<file path="config.mk">
export PLATFORM = sky130hd
export DESIGN_NAME = proximity_alarm_controller
export DESIGN_NICKNAME = d
export VERILOG_FILES = /design/src/sv/pac_pkg.sv /design/src/sv/pac_step.sv /design/src/sv/proximity_alarm_controller.sv
export SDC_FILE = /design/constraint.sdc
export NUM_CORES = 1
export LEC_CHECK = 0
export BUFFER_PORTS_ARGS = -buffer_cell sky130_fd_sc_hd__buf_2
export CAP_MARGIN = 15
export CORE_ASPECT_RATIO = 2
export CORE_MARGIN = 2
export CORE_UTILIZATION = 56
export DETAILED_ROUTE_END_ITERATION = 12
export GPL_ROUTABILITY_DRIVEN = 0
export PLACE_DENSITY = 0.79
export SLEW_MARGIN = 0
export SYNTH_ARGS = -nofsm -noshare
export SYNTH_HDL_FRONTEND = slang
export SYNTH_HIERARCHICAL = 1
export SYNTH_SLANG_ARGS = --single-unit
</file>
<file path="constraint.sdc">
create_clock -name clk -period 5.4 [get_ports clk]
set_input_delay 0.54 -clock clk [delete_from_list [all_inputs] [get_ports clk]]
set_output_delay 0.54 -clock clk [all_outputs]
set_load 0.02 [all_outputs]
</file>
<file path="src/sv/pac_pkg.sv">
// ----------------------------------------------------------------------------
// pac_pkg: shared types and constants of the proximity alarm controller
// Holds the mode and command codes, the register map and the state and
// configuration records that pass between the top level and the step logic.
// ----------------------------------------------------------------------------
package pac_pkg;

  // Default length of a test run in milliseconds.
  localparam int unsigned TEST_DURATION_MS_DEF = 3000;

  localparam int unsigned TIME_W  = 32;
  localparam int unsigned DIST_W  = 16;
  localparam int unsigned COLOR_W = 24;
  localparam int unsigned ADDR_W  = 5;
  localparam int unsigned DATA_W  = 32;
  localparam int unsigned REG_W   = 3;

  typedef enum logic [1:0] {
    MODE_OFF   = 2'd0,
    MODE_WATCH = 2'd1,
    MODE_ALARM = 2'd2,
    MODE_TEST  = 2'd3
  } pac_mode_t;

  typedef enum logic [1:0] {
    OP_SAMPLE = 2'd0,
    OP_ON     = 2'd1,
    OP_OFF    = 2'd2,
    OP_TEST   = 2'd3
  } pac_op_t;

  // Register indexes, taken from byte address bits 4:2.
  localparam logic [REG_W-1:0] REG_TRIGGER  = 3'd0;
  localparam logic [REG_W-1:0] REG_BLINK    = 3'd1;
  localparam logic [REG_W-1:0] REG_TIMEOUT  = 3'd2;
  localparam logic [REG_W-1:0] REG_COLOUR_A = 3'd3;
  localparam logic [REG_W-1:0] REG_COLOUR_B = 3'd4;

  typedef struct packed {
    logic [DIST_W-1:0]  trigger;
    logic [TIME_W-1:0]  blink_period;
    logic [TIME_W-1:0]  clear_timeout;
    logic [COLOR_W-1:0] colour_a;
    logic [COLOR_W-1:0] colour_b;
  } pac_cfg_t;

  typedef struct packed {
    pac_mode_t          mode;
    logic               on_pend;
    logic               off_pend;
    logic [TIME_W-1:0]  last_detect;
    logic [TIME_W-1:0]  last_toggle;
    logic [TIME_W-1:0]  test_start;
    logic               phase;
    logic [COLOR_W-1:0] led;
    logic               buzzer;
  } pac_state_t;

  localparam pac_state_t STATE_RESET = '{
    mode:        MODE_OFF,
    on_pend:     1'b0,
    off_pend:    1'b0,
    last_detect: '0,
    last_toggle: '0,
    test_start:  '0,
    phase:       1'b0,
    led:         '0,
    buzzer:      1'b0
  };

endpackage

</file>
<file path="src/sv/pac_step.sv">
// ----------------------------------------------------------------------------
// pac_step: next-state logic for one word
// Applies one command to the controller state: samples run the mode machine,
// turn on and turn off only set their pending flags, test starts a test run.
// ----------------------------------------------------------------------------
module pac_step #(
  parameter int unsigned TEST_DURATION_MS = pac_pkg::TEST_DURATION_MS_DEF
) (
  input  pac_pkg::pac_state_t               state_i,
  input  pac_pkg::pac_cfg_t                 cfg_i,
  input  pac_pkg::pac_op_t                  op_i,
  input  logic [pac_pkg::TIME_W-1:0]        now_i,
  input  logic [pac_pkg::DIST_W-1:0]        dist_i,
  output pac_pkg::pac_state_t               state_o
);
  import pac_pkg::*;

  logic              near;
  logic [TIME_W-1:0] since_toggle;
  logic [TIME_W-1:0] since_detect;
  logic [TIME_W-1:0] since_test;
  pac_state_t        pre;

  assign near         = (dist_i <= cfg_i.trigger);
  assign since_toggle = now_i - state_i.last_toggle;
  assign since_test   = now_i - state_i.test_start;
  // The detect time may just have been refreshed by a pending turn-on.
  assign since_detect = now_i - pre.last_detect;

  // Pending commands take effect first, turn-off winning over turn-on.
  always_comb begin
    pre = state_i;
    if (state_i.on_pend) begin
      pre.mode        = MODE_ALARM;
      pre.on_pend     = 1'b0;
      pre.last_detect = now_i;
    end
    if (state_i.off_pend) begin
      pre.mode     = MODE_OFF;
      pre.off_pend = 1'b0;
      pre.led      = '0;
      pre.buzzer   = 1'b0;
    end
  end

  always_comb begin
    state_o = state_i;
    unique case (op_i)
      OP_ON:  state_o.on_pend  = 1'b1;
      OP_OFF: state_o.off_pend = 1'b1;
      OP_TEST: begin
        state_o.mode       = MODE_TEST;
        state_o.test_start = now_i;
      end
      OP_SAMPLE: begin
        state_o = pre;
        unique case (pre.mode)
          MODE_OFF: begin
            state_o.led    = '0;
            state_o.buzzer = 1'b0;
            if (near) begin
              state_o.mode        = MODE_ALARM;
              state_o.last_detect = now_i;
            end else begin
              state_o.mode = MODE_WATCH;
            end
          end
          MODE_WATCH: begin
            if (near) begin
              state_o.mode        = MODE_ALARM;
              state_o.last_detect = now_i;
            end
          end
          MODE_ALARM: begin
            if (since_toggle >= cfg_i.blink_period) begin
              state_o.phase       = ~pre.phase;
              state_o.led         = pre.phase ? cfg_i.colour_b : cfg_i.colour_a;
              state_o.last_toggle = now_i;
            end
            state_o.buzzer = 1'b1;
            if (near) begin
              state_o.last_detect = now_i;
            end else if (since_detect >= cfg_i.clear_timeout) begin
              state_o.mode   = MODE_WATCH;
              state_o.led    = '0;
              state_o.buzzer = 1'b0;
            end
          end
          MODE_TEST: begin
            state_o.led    = cfg_i.colour_a;
            state_o.buzzer = 1'b1;
            if (since_test >= TIME_W'(TEST_DURATION_MS)) begin
              state_o.mode   = MODE_OFF;
              state_o.led    = '0;
              state_o.buzzer = 1'b0;
            end
          end
        endcase
      end
    endcase
  end

endmodule

</file>
<file path="src/sv/proximity_alarm_controller.sv">
// ----------------------------------------------------------------------------
// proximity_alarm_controller: proximity alarm with off, watch, alarm and test
// Top level: input register, step logic, result register and register file.
// ----------------------------------------------------------------------------
// The controller takes one word per clock cycle while in_stall is low and
// returns exactly one result word for each. A word is first captured in the
// input register; once the result register is free or being taken, the
// step logic applies it to the controller state and the new LED levels,
// buzzer and mode are loaded into the result register, which presents the
// result. The state registers and the result register are written on the
// same edge, so back to back words see each other's effect with no
// bubbles. The input register keeps taking words while a finished result
// waits for the receiver; only when both stages are full and the output is
// stalled does in_stall rise.
// Configuration is an APB-style 32-bit port with five registers at byte
// addresses 0x00 (trigger distance), 0x04 (blink period), 0x08 (clear
// timeout), 0x0C (colour A) and 0x10 (colour B); writes to the unused
// addresses are ignored and read back as zero. The registers should only be
// written while no word is in flight. Time differences wrap modulo 2^32.
module proximity_alarm_controller #(
  parameter int unsigned TEST_DURATION_MS = pac_pkg::TEST_DURATION_MS_DEF
) (
  input  logic                          clk,
  input  logic                          rst_n,
  // Input channel
  input  logic                          in_valid,
  output logic                          in_stall,
  input  logic [1:0]                    in_operation,
  input  logic [pac_pkg::TIME_W-1:0]    in_now_ms,
  input  logic [pac_pkg::DIST_W-1:0]    in_distance_mm,
  // Result channel
  output logic                          out_valid,
  input  logic                          out_stall,
  output logic [7:0]                    out_red_level,
  output logic [7:0]                    out_green_level,
  output logic [7:0]                    out_blue_level,
  output logic                          out_buzzer_on,
  output logic [1:0]                    out_mode,
  // Configuration port
  input  logic                          psel,
  input  logic                          penable,
  input  logic                          pwrite,
  input  logic [pac_pkg::ADDR_W-1:0]    paddr,
  input  logic [pac_pkg::DATA_W-1:0]    pwdata,
  output logic [pac_pkg::DATA_W-1:0]    prdata,
  output logic                          pready
);
  import pac_pkg::*;

  // Configuration registers.
  pac_cfg_t          cfg_r;
  logic [REG_W-1:0]  reg_idx;
  logic              cfg_wr;

  assign pready  = 1'b1;
  assign reg_idx = paddr[ADDR_W-1:2];
  assign cfg_wr  = psel & penable & pwrite & pready;

  always_ff @(posedge clk) begin
    if (!rst_n) begin
      cfg_r <= '0;
    end else if (cfg_wr) begin
      unique case (reg_idx)
        REG_TRIGGER:  cfg_r.trigger       <= pwdata[DIST_W-1:0];
        REG_BLINK:    cfg_r.blink_period  <= pwdata[TIME_W-1:0];
        REG_TIMEOUT:  cfg_r.clear_timeout <= pwdata[TIME_W-1:0];
        REG_COLOUR_A: cfg_r.colour_a      <= pwdata[COLOR_W-1:0];
        REG_COLOUR_B: cfg_r.colour_b      <= pwdata[COLOR_W-1:0];
        default: ;
      endcase
    end
  end

  always_comb begin
    unique case (reg_idx)
      REG_TRIGGER:  prdata = DATA_W'(cfg_r.trigger);
      REG_BLINK:    prdata = DATA_W'(cfg_r.blink_period);
      REG_TIMEOUT:  prdata = DATA_W'(cfg_r.clear_timeout);
      REG_COLOUR_A: prdata = DATA_W'(cfg_r.colour_a);
      REG_COLOUR_B: prdata = DATA_W'(cfg_r.colour_b);
      default:      prdata = '0;
    endcase
  end

  // Input register stage.
  logic              s1_valid_r;
  pac_op_t           s1_op_r;
  logic [TIME_W-1:0] s1_now_r;
  logic [DIST_W-1:0] s1_dist_r;
  logic              s1_adv;
  logic              in_take;

  // Result register stage.
  logic              out_valid_r;
  logic [COLOR_W-1:0] out_led_r;
  logic              out_buzzer_r;
  pac_mode_t         out_mode_r;

  // Controller state.
  pac_state_t        state_r;
  pac_state_t        state_nxt;

  // The stage moves on whenever the result register is free or being taken.
  assign s1_adv   = s1_valid_r & ~(out_valid_r & out_stall);
  assign in_stall = s1_valid_r & out_valid_r & out_stall;
  assign in_take  = in_valid & ~in_stall;

  always_ff @(posedge clk) begin
    if (!rst_n) begin
      s1_valid_r <= 1'b0;
    end else if (in_take) begin
      s1_valid_r <= 1'b1;
    end else if (s1_adv) begin
      s1_valid_r <= 1'b0;
    end
  end

  always_ff @(posedge clk) begin
    if (in_take) begin
      s1_op_r   <= pac_op_t'(in_operation);
      s1_now_r  <= in_now_ms;
      s1_dist_r <= in_distance_mm;
    end
  end

  pac_step #(
    .TEST_DURATION_MS (TEST_DURATION_MS)
  ) u_step (
    .state_i (state_r),
    .cfg_i   (cfg_r),
    .op_i    (s1_op_r),
    .now_i   (s1_now_r),
    .dist_i  (s1_dist_r),
    .state_o (state_nxt)
  );

  always_ff @(posedge clk) begin
    if (!rst_n) begin
      state_r <= STATE_RESET;
    end else if (s1_adv) begin
      state_r <= state_nxt;
    end
  end

  always_ff @(posedge clk) begin
    if (!rst_n) begin
      out_valid_r <= 1'b0;
    end else if (s1_adv) begin
      out_valid_r <= 1'b1;
    end else if (~out_stall) begin
      out_valid_r <= 1'b0;
    end
  end

  always_ff @(posedge clk) begin
    if (s1_adv) begin
      out_led_r    <= state_nxt.led;
      out_buzzer_r <= state_nxt.buzzer;
      out_mode_r   <= state_nxt.mode;
    end
  end

  assign out_valid       = out_valid_r;
  assign out_red_level   = out_led_r[23:16];
  assign out_green_level = out_led_r[15:8];
  assign out_blue_level  = out_led_r[7:0];
  assign out_buzzer_on   = out_buzzer_r;
  assign out_mode        = out_mode_r;

  // The input side only stalls while a word sits in the input register.
  a_stall_needs_word: assert property (@(posedge clk) disable iff (!rst_n)
    in_stall |-> s1_valid_r)
    else $error("input stalled with the input register empty");

  // A word leaving the input register always yields a result.
  a_adv_gives_result: assert property (@(posedge clk) disable iff (!rst_n)
    s1_adv |=> out_valid_r)
    else $error("word processed without a result");

  // A processed sample always consumes both pending commands.
  a_sample_clears_pending: assert property (@(posedge clk) disable iff (!rst_n)
    (s1_adv && s1_op_r == OP_SAMPLE) |=> (!state_r.on_pend && !state_r.off_pend))
    else $error("pending command survived a sample");

  // Off and watching never drive the LEDs or the buzzer.
  a_quiet_modes_dark: assert property (@(posedge clk) disable iff (!rst_n)
    (state_r.mode == MODE_OFF || state_r.mode == MODE_WATCH)
      |-> (state_r.led == '0 && !state_r.buzzer))
    else $error("LEDs or buzzer active while off or watching");

endmodule

</file>
==> results.yml <==
synthesis:
  synth_xor_xnor_area_share_pct: 3.012
  synth_mux_area_share_pct: 12.88
  yosys.area_share.adder_pct: 10.10
  syn-num-nets: 2853
  ys_ff_latch: 333
  synth_edf_count: 77
  synth_top_family_by_area: "compound AO/OA/AOI/OAI gates"
  synth-async-reset-ratio_pct: 0
  netlist_area_sq_um: 22390
  synth-main-ff-cell: "dfxtp_1"
  ys_seq_area_share_pct: 33.22
  synth.distinct_cells: 86
  yosysWarningCount: 6
  synth_area_per_cell_sq_um: 8.677
  synth_cells: 2580
  synthSimpleGateAreaFrac_pct: 14.64
  synth-compound-area-share_pct: 19.80
final_layout:
  area_growth_pct: 19.47
  final_cell_mix: "nand2_1 (494), dfxtp_1 (255), inv_1 (182)"
  drive_above_1_share_pct: 22.55
  instances_no_fill: 3372
  fillers: 2985
  regArea_sq_um: 7441
  n_antenna_cell: 0
  multi_input_area_sq_um: 14370
  layout_commonest_cell: "nand2_1"
  layout.nets: 3095
power_and_ir_drop:
  ir_worst_vdd_v: 0.0002232
  power_frac_comb_pct: 21.9
  pwr-share-clk_pct: 38.0
  p_per_area_nw_per_um2: 246.1
  intPower_mw: 4.695
  p_seq_share_pct: 40.2
  power_leakage_nw: 10.10
  switchingPower_mw: 1.888
  swShare_pct: 28.68
die:
  dieArea_sq_um: 41690
  die_h_microns: 286.8
  num_io_pins: 156
  core-area_sq_um: 39440
  start_util_pct: 56.77
  rows: 103
  die_w_microns: 145.4
global_route:
  grt_max_degree: 94
  antenna_found_initial: 0
  grtUsageTotal_pct: 30.56
  grt_pass1_vias: 20637
  grt-ovfl-total: 0
  grt_pass1_wl_microns: 103500
cts:
  clk_pin_slew_ps: 70
  clk_path_buf_depth: 3
  cts_buffers: 34
  cts.htree.levels: 2
  clkSinkCount: 333
  cts-root-buf: "clkbuf_16"
  insertion_delay_ps: 540
  cts_tree: "built"
flow_run:
  cap_violations: 1
sta:
  setup_viol: 82
  whs_ps: 183.2
  maxSlewViolCount: 0
  relSlewSlack_pct: 1.721
  fin_crit_ps: 5777
  hold_viol_final: 0
  fin_crit_sh_pct: 107.0
  fin_ws_ps: -376.9
  setup-tns-final_ps: -17080
  worst_pin_slew_ps: 1473
  rsz0062_at_grt: "true"
  fin_worst_skew_ps: 28.96
  clock.fmax_mhz: 173.1
place:
  io_buffer_count: 152
  hpwl_microns: 46520
  dp_cells: 3277
  place_ws_ps: -531.5
worst_setup_path:
  crit_path_start_kind: "flip-flop"
  required_ps: 5860
  critPathMaxStageDelay_ps: 350
  cp_slowest_cell: "dfxtp_4"
  path_class: "flip-flop to flip-flop"
  crit_path_frequent_cell: "a21o_1"
  worstPathMaxFanout: 7
  end_kind: "flip-flop"
  critical_path_arrival_ps: 6240
routing:
  drt_wl_total_microns: 67440
  drt_iter0_markers: 1472
  num_vias: 20466
  vias_per_cell: 6.069
  dr.pass1.iters: 6
  wl_per_cell_microns: 20.00
  drc: 0
  postRouteAntennaNets: 0
hold_path:
  hold_path_class: "primary input to flip-flop"
outcome:
  violations: "capacitance limit, setup timing"
  status: "finished, violations left"
## power groups by stage
stage                     Clock, mW  Combinational (mW)  Sequential, mW
after detailed placement          0                1.22            2.70
final                          2.50                1.44            2.65
after global routing           2.62                1.55            2.65
after CTS                      2.52                1.30            2.64
after floorplan                   0               0.812            2.69
after global placement            0                1.17            2.70
## synth_stat cells, drive strengths merged, types with 58 or more instances
cell    count  area share, %
a21oi      97            2.2
nand2     499            8.4
ha        176            9.8
a21boi    152            5.1
mux2i     171            7.6
buf        64            2.0
nor2       93            1.6
mux2      104            5.2
dfxtp     256             23
o21ai      93            2.1
edfxtp     77             10
inv       184            3.1
clkbuf     73            1.2
a21o       58            1.9
## logic make-up after synthesis
logic type	Yosys count
simple gates	751
compound gates	641
flops	333
buf+inv	323
mux	275
fa+ha+maj	179
xor+xnor	77
other cells	1
## registers in the layout (all words and copies together) (netlist names)
register	cells
cfg_r	128
out_buzzer_on	1
out_led_r	24
out_mode	2
out_valid	1
s1_dist_r	16
s1_now_r	32
s1_op_r	2
s1_valid_r	1
state_r	126
## metal layers
metal / GRT usage, % / vias up / share of wire (%)
met1: 30.83 / 9732 / 35
met3: 3.831 / 294 / 5.3
met2: 56.71 / 866 / 52
met5: 0 / - / 0
met4: 23.46 / 0 / 7.8
li1: - / 9574 / -
## metrics by stage
stage / power (mW) / util, % / cell area [sq um]
final: 6.583 / 67.82 / 26750
after global placement: 3.869 / 61.86 / 24390
after floorplan: 3.505 / - / 22390
after detailed placement: 3.922 / 61.86 / 24390
after CTS: 6.463 / 65.96 / 26010
after global routing: 6.814 / 67.82 / 26750
## worst paths after layout
check	start	to	slack [ps]	depth (start not counted)
min	in_distance_mm[1]	s1_dist_r[1]$_DFFE_PP_	180	1
max	state_r[123]$_SDFFE_PN0P_	state_r[13]$_SDFFE_PN0P_	-380	29
max reg2reg	state_r[123]$_SDFFE_PN0P_	state_r[13]$_SDFFE_PN0P_	-380	29
min reg2reg	state_r[44]$_SDFFE_PN0P_	state_r[44]$_SDFFE_PN0P_	460	2
## area by class of cell
class | instances | share of cell area, %
multi-input cells | 1924 | 53.71
clock buffers | 45 | 3.607
repair buffers | 343 | 9.038
well taps | 525 | 2.456
inverters | 186 | 2.671
clock inverters | 16 | 0.7017
flip-flops and latches | 333 | 27.82
## timing repair
item                       4_1_cts  5_1_grt
setup buffers                   16       17
gates resized for setup         67      146
setup endpoints to repair       87       87
hold buffers                     0        0
gates cloned                     4        1
pin swaps                       31       62
## worst max-delay path: cells and delay by family, from the launching register on
family / cells / cell delay [ps]
DFF: 1 / 350
buffers and inverters: 5 / 780
adders and majority gates: 3 / 720
and+or+nand+nor: 5 / 510
AOI/OAI and AO/OA: 13 / 2740
xor gates and xnor gates: 1 / 100
muxes: 2 / 460
Note: power is estimated with default switching activity, not from simulation.
